`config.mk`:
```
export PLATFORM = sky130hd
export DESIGN_NAME = c2s_isqrt
export DESIGN_NICKNAME = d
export VERILOG_FILES = /design/src/rtl/cartesian_to_spherical_unit_assert.svh /design/src/rtl/c2s_isqrt.sv
export SDC_FILE = /design/constraint.sdc
export NUM_CORES = 2
export LEC_CHECK = 0
export BUFFER_PORTS_ARGS = -buffer_cell sky130_fd_sc_hd__buf_4
export CAP_MARGIN = 0
export CORE_MARGIN = 4
export CORE_UTILIZATION = 57
export DETAILED_ROUTE_END_ITERATION = 10
export GPL_TIMING_DRIVEN = 0
export PLACE_DENSITY = 0.73
export REMOVE_ABC_BUFFERS = 1
export SLEW_MARGIN = 20
export SYNTH_ARGS = -nofsm -noshare
export SYNTH_HDL_FRONTEND = slang
export SYNTH_SLANG_ARGS = --single-unit
```
`constraint.sdc`:
```
create_clock -name clk -period 7 [get_ports clk]
set_input_delay 0.7 -clock clk [delete_from_list [all_inputs] [get_ports clk]]
set_output_delay 0.7 -clock clk [all_outputs]
set_load 0.03 [all_outputs]
```
`src/rtl/cartesian_to_spherical_unit_assert.svh`:
```
// assertion macros for the cartesian to spherical unit
// expects clk and rst in the scope of each use
`ifndef CARTESIAN_TO_SPHERICAL_UNIT_ASSERT_SVH
`define CARTESIAN_TO_SPHERICAL_UNIT_ASSERT_SVH

// antecedent implies consequent in the same cycle
`define C2S_ASSERT_IMP(lbl, ante, cons) \
  lbl: assert property (@(posedge clk) disable iff (rst) (ante) |-> (cons)) \
    else $error("c2s assertion failed");

// condition must never hold
`define C2S_ASSERT_NEVER(lbl, cond) \
  lbl: assert property (@(posedge clk) disable iff (rst) !(cond)) \
    else $error("c2s assertion failed");

`endif

```
`src/rtl/c2s_isqrt.sv`:
```
// pipelined integer square root, one root bit per stage
// depends on nothing but its parameters
`default_nettype none

module c2s_isqrt #(
  parameter int ROOT_W = 32,
  parameter int SIDE_W = 1
) (
  input  wire logic                  clk,
  input  wire logic                  rst,
  input  wire logic                  in_valid,
  input  wire logic [2*ROOT_W-1:0]   in_rad,
  input  wire logic [SIDE_W-1:0]     in_side,
  output logic                       out_valid,
  output logic [ROOT_W-1:0]          out_root,
  output logic [ROOT_W:0]            out_rem,
  output logic [SIDE_W-1:0]          out_side
);

  logic                  vld  [0:ROOT_W];
  logic [2*ROOT_W-1:0]   rad  [0:ROOT_W];
  logic [ROOT_W-1:0]     root [0:ROOT_W];
  logic [ROOT_W+1:0]     rem  [0:ROOT_W];
  logic [SIDE_W-1:0]     side [0:ROOT_W];

  // stage zero is the input itself
  assign vld[0]  = in_valid;
  assign rad[0]  = in_rad;
  assign root[0] = '0;
  assign rem[0]  = '0;
  assign side[0] = in_side;

  for (genvar s = 0; s < ROOT_W; s++) begin : g_stage
    localparam int BP = 2 * (ROOT_W - 1 - s);
    logic [ROOT_W+1:0] cur;
    logic [ROOT_W+1:0] trial;
    logic              take;

    // bring down two radicand bits and try the next root bit
    always_comb begin
      cur   = {rem[s][ROOT_W-1:0], rad[s][BP +: 2]};
      trial = {root[s], 2'b01};
      take  = (cur >= trial);
    end

    always_ff @(posedge clk) begin
      if (rst) begin
        vld[s+1] <= 1'b0;
      end else begin
        vld[s+1] <= vld[s];
      end
    end

    always_ff @(posedge clk) begin
      rad[s+1]  <= rad[s];
      side[s+1] <= side[s];
      if (take) begin
        rem[s+1]  <= cur - trial;
        root[s+1] <= {root[s][ROOT_W-2:0], 1'b1};
      end else begin
        rem[s+1]  <= cur;
        root[s+1] <= {root[s][ROOT_W-2:0], 1'b0};
      end
    end
  end

  assign out_valid = vld[ROOT_W];
  assign out_root  = root[ROOT_W];
  assign out_rem   = rem[ROOT_W][ROOT_W:0];
  assign out_side  = side[ROOT_W];

endmodule

`default_nettype wire

```
## Word-level counts from Yosys, hierarchy flattened

Index checks and enable logic that the tools add are counted.

- Flip-flop bits (word level): 2580
- Input bits: 68
- Output and inout port bits: 67
- Logic and storage cells: 288

- Add/sub/neg operators: 32
- $lt $le $gt $ge: 32
- Multiplexer cells: 64

Operators by type and width:

| operator | count |
|---|---|
| 32-bit two-way mux | 30 |
| 34-bit by 10-bit >= comparator with 1-bit output | 1 |
| 34-bit by 11-bit >= comparator with 1-bit output | 1 |
| 34-bit by 12-bit >= comparator with 1-bit output | 1 |
| 34-bit by 13-bit >= comparator with 1-bit output | 1 |
| 34-bit by 14-bit >= comparator with 1-bit output | 1 |
| 34-bit by 15-bit >= comparator with 1-bit output | 1 |
| 34-bit by 16-bit >= comparator with 1-bit output | 1 |
| 34-bit by 17-bit >= comparator with 1-bit output | 1 |
| 34-bit by 18-bit >= comparator with 1-bit output | 1 |
| 34-bit by 19-bit >= comparator with 1-bit output | 1 |
| 34-bit by 20-bit >= comparator with 1-bit output | 1 |
| 34-bit by 21-bit >= comparator with 1-bit output | 1 |
| 34-bit by 22-bit >= comparator with 1-bit output | 1 |
| 34-bit by 23-bit >= comparator with 1-bit output | 1 |
| 34-bit by 24-bit >= comparator with 1-bit output | 1 |
| 34-bit by 25-bit >= comparator with 1-bit output | 1 |
| 34-bit by 26-bit >= comparator with 1-bit output | 1 |
| 34-bit by 27-bit >= comparator with 1-bit output | 1 |
| 34-bit by 28-bit >= comparator with 1-bit output | 1 |
| 34-bit by 29-bit >= comparator with 1-bit output | 1 |
| 34-bit by 3-bit >= comparator with 1-bit output | 1 |
| 34-bit by 30-bit >= comparator with 1-bit output | 1 |
| 34-bit by 31-bit >= comparator with 1-bit output | 1 |
| 44 further kinds | 75 |

## Depth between registers and ports, before layout

- Depth after elaboration: 2
- Mapped depth: 14
- Depth with buffers taken out: 13

## Worst setup path before layout

OpenSTA, ideal clock, no wires.

- Path type: reg-to-reg
- From: reg rem, in the netlist g_stage[6].cur[14]
- To: reg rem, in the netlist g_stage[7].cur[10]
- Library setup time: 0.119 ns
- Arrival time: 3.143 ns
- Setup slack: 3.738 ns
- Cell stages (with the launch flop): 11
- Buffers on the path: 1
- Clock period less this slack: 3.262 ns
- Cells stage by stage: dfxtp_1 or4_4 or4_4 or3_1 buf_2 or4_4 nor3_4 and4_4 nand3_4 and3b_1 xor2_1

- Cells in the longest elaborated chain, start to end: 2

RTL lines:

| item | line | source |
|---|---|---|
| start, declared | c2s_isqrt.sv:23 | `logic [ROOT_W+1:0] rem [0:ROOT_W];` |
| start signal, assigned by index | c2s_isqrt.sv:58 | `rem[s+1] <= cur - trial;` |
| start signal, assigned by index | c2s_isqrt.sv:61 | `rem[s+1] <= cur;` |
| 34-bit by 8-bit >= comparator with 1-bit output | c2s_isqrt.sv:43 | `take = (cur >= trial);` |
| 32-bit two-way mux | c2s_isqrt.sv:57 | `if (take) begin` |

Every way passes these cells.
A chain may end at the register's enable or synchronous reset.

## Worst setup path in the final report

- From: reg root, in the netlist g_stage[23].trial[5]
- To: reg rem, in the netlist g_stage[24].cur[3]

- Cells in the longest elaborated chain, start to end: 2

RTL lines:

| item | line | source |
|---|---|---|
| start, declared | c2s_isqrt.sv:22 | `logic [ROOT_W-1:0] root [0:ROOT_W];` |
| start signal, assigned by index | c2s_isqrt.sv:59 | `root[s+1] <= {root[s][ROOT_W-2:0], 1'b1};` |
| start signal, assigned by index | c2s_isqrt.sv:62 | `root[s+1] <= {root[s][ROOT_W-2:0], 1'b0};` |
| 34-bit by 25-bit >= comparator with 1-bit output | c2s_isqrt.sv:43 |  |
| 32-bit two-way mux | c2s_isqrt.sv:57 |  |

Every way passes these cells.

==> flow_metrics.py <==
metrics = {
    "grt": {
        "grt_pass1_vias": 62395,
        "grt_pass1_wl_um": 312500,
        "grt_max_degree": 44,
        "grt_usage_pct": 22.30,
        "grt-ovfl-total": 0,
        "antenna_found_initial": 1,
    },
    "yosys": {
        "syn_area_um2": 93200,
        "async_flop_share_pct": 0,
        "synth.avg_cell_area_um2": 10.17,
        "synth_edf_count": 0,
        "synth_cells": 9168,
        "synth.yosys.seq_area_share_pct": 54.79,
        "ys_ff_latch": 2551,
        "yosys_warnings": 0,
        "ys_dominant_reg_cell": "dfxtp_1",
        "ys_types": 94,
    },
    "finish": {
        "final_cells": 11819,
        "n_antenna_cell": 0,
        "area_growth_pct": 13.36,
        "layout_common_cells": "2,551 x dfxtp_1, 714 x inv_1, 596 x a21oi_1",
        "drive_gt1_share_pct": 7.766,
        "finish.utilization_pct": 64.98,
        "final_common_cell": "dfxtp_1",
        "final_area_um2": 105700,
        "nets": 10076,
    },
    "route": {
        "vias": 63738,
        "routed_via_density": 5.393,
        "first_pass_iters": 8,
        "wl_per_cell_um": 16.27,
        "drt-initial-drc-count": 4434,
        "drt-total-wl_um": 192300,
        "drc": 0,
        "ant_nets": 0,
    },
    "clock_network": {
        "cts_buffer_depth": 3,
        "cts_root_buffer": "clkbuf_16",
        "htree_levels": 4,
        "cts_tree": "built",
        "post_cts.repair.setup_buffers": 0,
        "cts_resized": 0,
        "clk_pin_slew_worst_paths_ps": 60,
        "numCtsBuffers": 235,
        "clkSinkCount": 2551,
        "insertion_delay_ps": 870,
    },
    "sta": {
        "finalSetupViolCount": 0,
        "slew_viol_final": 0,
        "max_freq_mhz": 208.5,
        "finalCriticalPeriod_ps": 4796,
        "hold_viol": 0,
        "layout_setup_ws_ps": 2204,
        "max-slew-margin-rel_pct": 28.14,
        "worstMarginPinSlew_ps": 1077,
        "holdWs_ps": 73.84,
        "fin_crit_sh_pct": 68.52,
        "rsz0062_at_grt": "no",
        "setup_tns_ps": 0,
        "clock_skew_ps": 48.26,
    },
    "placed_design": {
        "gp_congestion": 0.9130,
        "pre_cts_ws_ps": 2278,
        "dpl.cell_count": 11315,
        "placed_cell_area_um2": 96750,
        "hpwl_um": 141800,
        "portBuffers": 134,
    },
    "setup_path": {
        "max_stage_delay_ps": 830,
        "worstRegToRegCells": 12,
        "path_max_fanout": 33,
        "path_cells": "inv_1 -> ha_1 -> a211oi_1 -> nor2_1 -> a311oi_1 -> o22ai_1 -> a221oi_1 -> o21a_1 -> o211a_1 -> inv_1 -> nor2_1 -> a21oi_1",
        "critPathCaptureType": "register",
        "criticalPathCategory": "register to register",
        "critPathArrivalTime_ps": 5460,
        "slowest_stage": "o211a_1",
        "worstPathRequired_ps": 7660,
        "setup.worst_path.start_class": "register",
    },
    "floorplanning": {
        "core_area_um2": 162600,
        "start_util_pct": 57.32,
        "die_area_um2": 170000,
        "die-width_um": 412.4,
        "io_pins": 135,
        "die_h_um": 412.4,
        "core.rowCount": 148,
    },
    "pwr": {
        "total_power_mw": 40.13,
        "leakage_nw": 49.49,
        "ir_worst_vdd_uv": 310.9,
        "p_per_area_nw_per_um2": 379.8,
    },
    "min_path": {
        "hold_path_class": "primary input to register",
        "whs_path_depth": 2,
    },
    "run": {
        "max-cap-violations": 0,
    },
    "status": {
        "outcome": "completed",
    },
}
==> worst paths after layout <==
kind | slack [ps] | endpoint | from
min | 70 | vld[31] | in_valid
max | 2200 | g_stage[24].cur[3] | g_stage[23].trial[5]
min reg2reg | 300 | rad[1445] | rad[1509]
max reg2reg | 2200 | g_stage[24].cur[3] | g_stage[23].trial[5]
==> state kept, by name, indices dropped and copies added, names as in the netlist <==
register	cells
out_valid	1
g_stage.cur	996
out_side	1
rad	930
out_rem	33
g_stage.trial	496
out_root	32
side	31
vld	31
==> cells by family after synthesis <==
family | Yosys count | synth area share [%]
mux | 108 | 1.287
other cells | 1 | 0.004024
fa+ha+maj | 566 | 7.598
simple gates | 2357 | 12.53
buf+inv | 900 | 3.641
xor+xnor | 790 | 7.424
compound gates | 1895 | 12.73
flops | 2551 | 54.79
==> layout make-up <==
class	count	area (um^2)
Tap cell	2175	2721
Sequential cell	2551	51070
Fill cell	12884	56930
Multi-Input combinational cell	5717	38900
Clock inverter	110	1413
Clock buffer	329	6827
Timing Repair Buffer	218	2027
Inverter	719	2699
==> critical path: cells and delay by family (launching register included) <==
kind | cells | cell delay (ps)
DFF | 1 | 360
adders and majority gates | 1 | 360
and+or+nand+nor | 2 | 320
buffers and inverters | 2 | 720
AOI/OAI and AO/OA | 7 | 2840
==> cell usage after synthesis (all sizes together), types with 15 or more instances <==
master,count,share of area (%)
dfxtp,2551,55
inv,719,2.9
a21oi,598,3.2
nand2,581,2.3
nor2,577,2.3
ha,566,7.6
o21ai,443,2.4
xor2,397,3.7
xnor2,393,3.7
nor3,252,1.4
a21o,240,1.9
clkbuf,155,0.63
nand3,147,0.80
o21a,124,1.0
nor2b,117,0.79
nand2b,110,0.74
mux2,95,1.1
nor4,94,0.63
nand4,93,0.62
or3,92,0.62
o31ai,73,0.59
and3,55,0.37
or4,54,0.45
a31oi,53,0.37
a211oi,52,0.42
o21bai,49,0.39
or2,44,0.30
nand3b,40,0.32
and2,35,0.23
a21boi,33,0.27
o211ai,33,0.27
buf,26,0.12
a2111oi,18,0.19
a211o,18,0.17
o22ai,15,0.10
==> metal layers <==
layer  up-vias  track usage (%)  wire [um]
met1     29875            27.71      83430
li1      31966                -          -
met4         0            7.144       5484
met3       391            3.077       8442
met5         -                0          0
met2      1506            39.89      94900
==> what timing repair did <==
item | 4_1_cts | 5_1_grt
hold buffers | 65 | 0
endpoints found under the setup margin | 0 | 0
hold endpoints to repair | 65 | 0
==> power breakdown <==
part,leakage (nW),internal [mW],switching (mW)
Combinational,24.2,3.65,4.61
Sequential,21.3,17.0,1.78
Clock,4.00,7.56,5.49
Total,49.5,28.3,11.9
(Power assumes the default switching activity.)
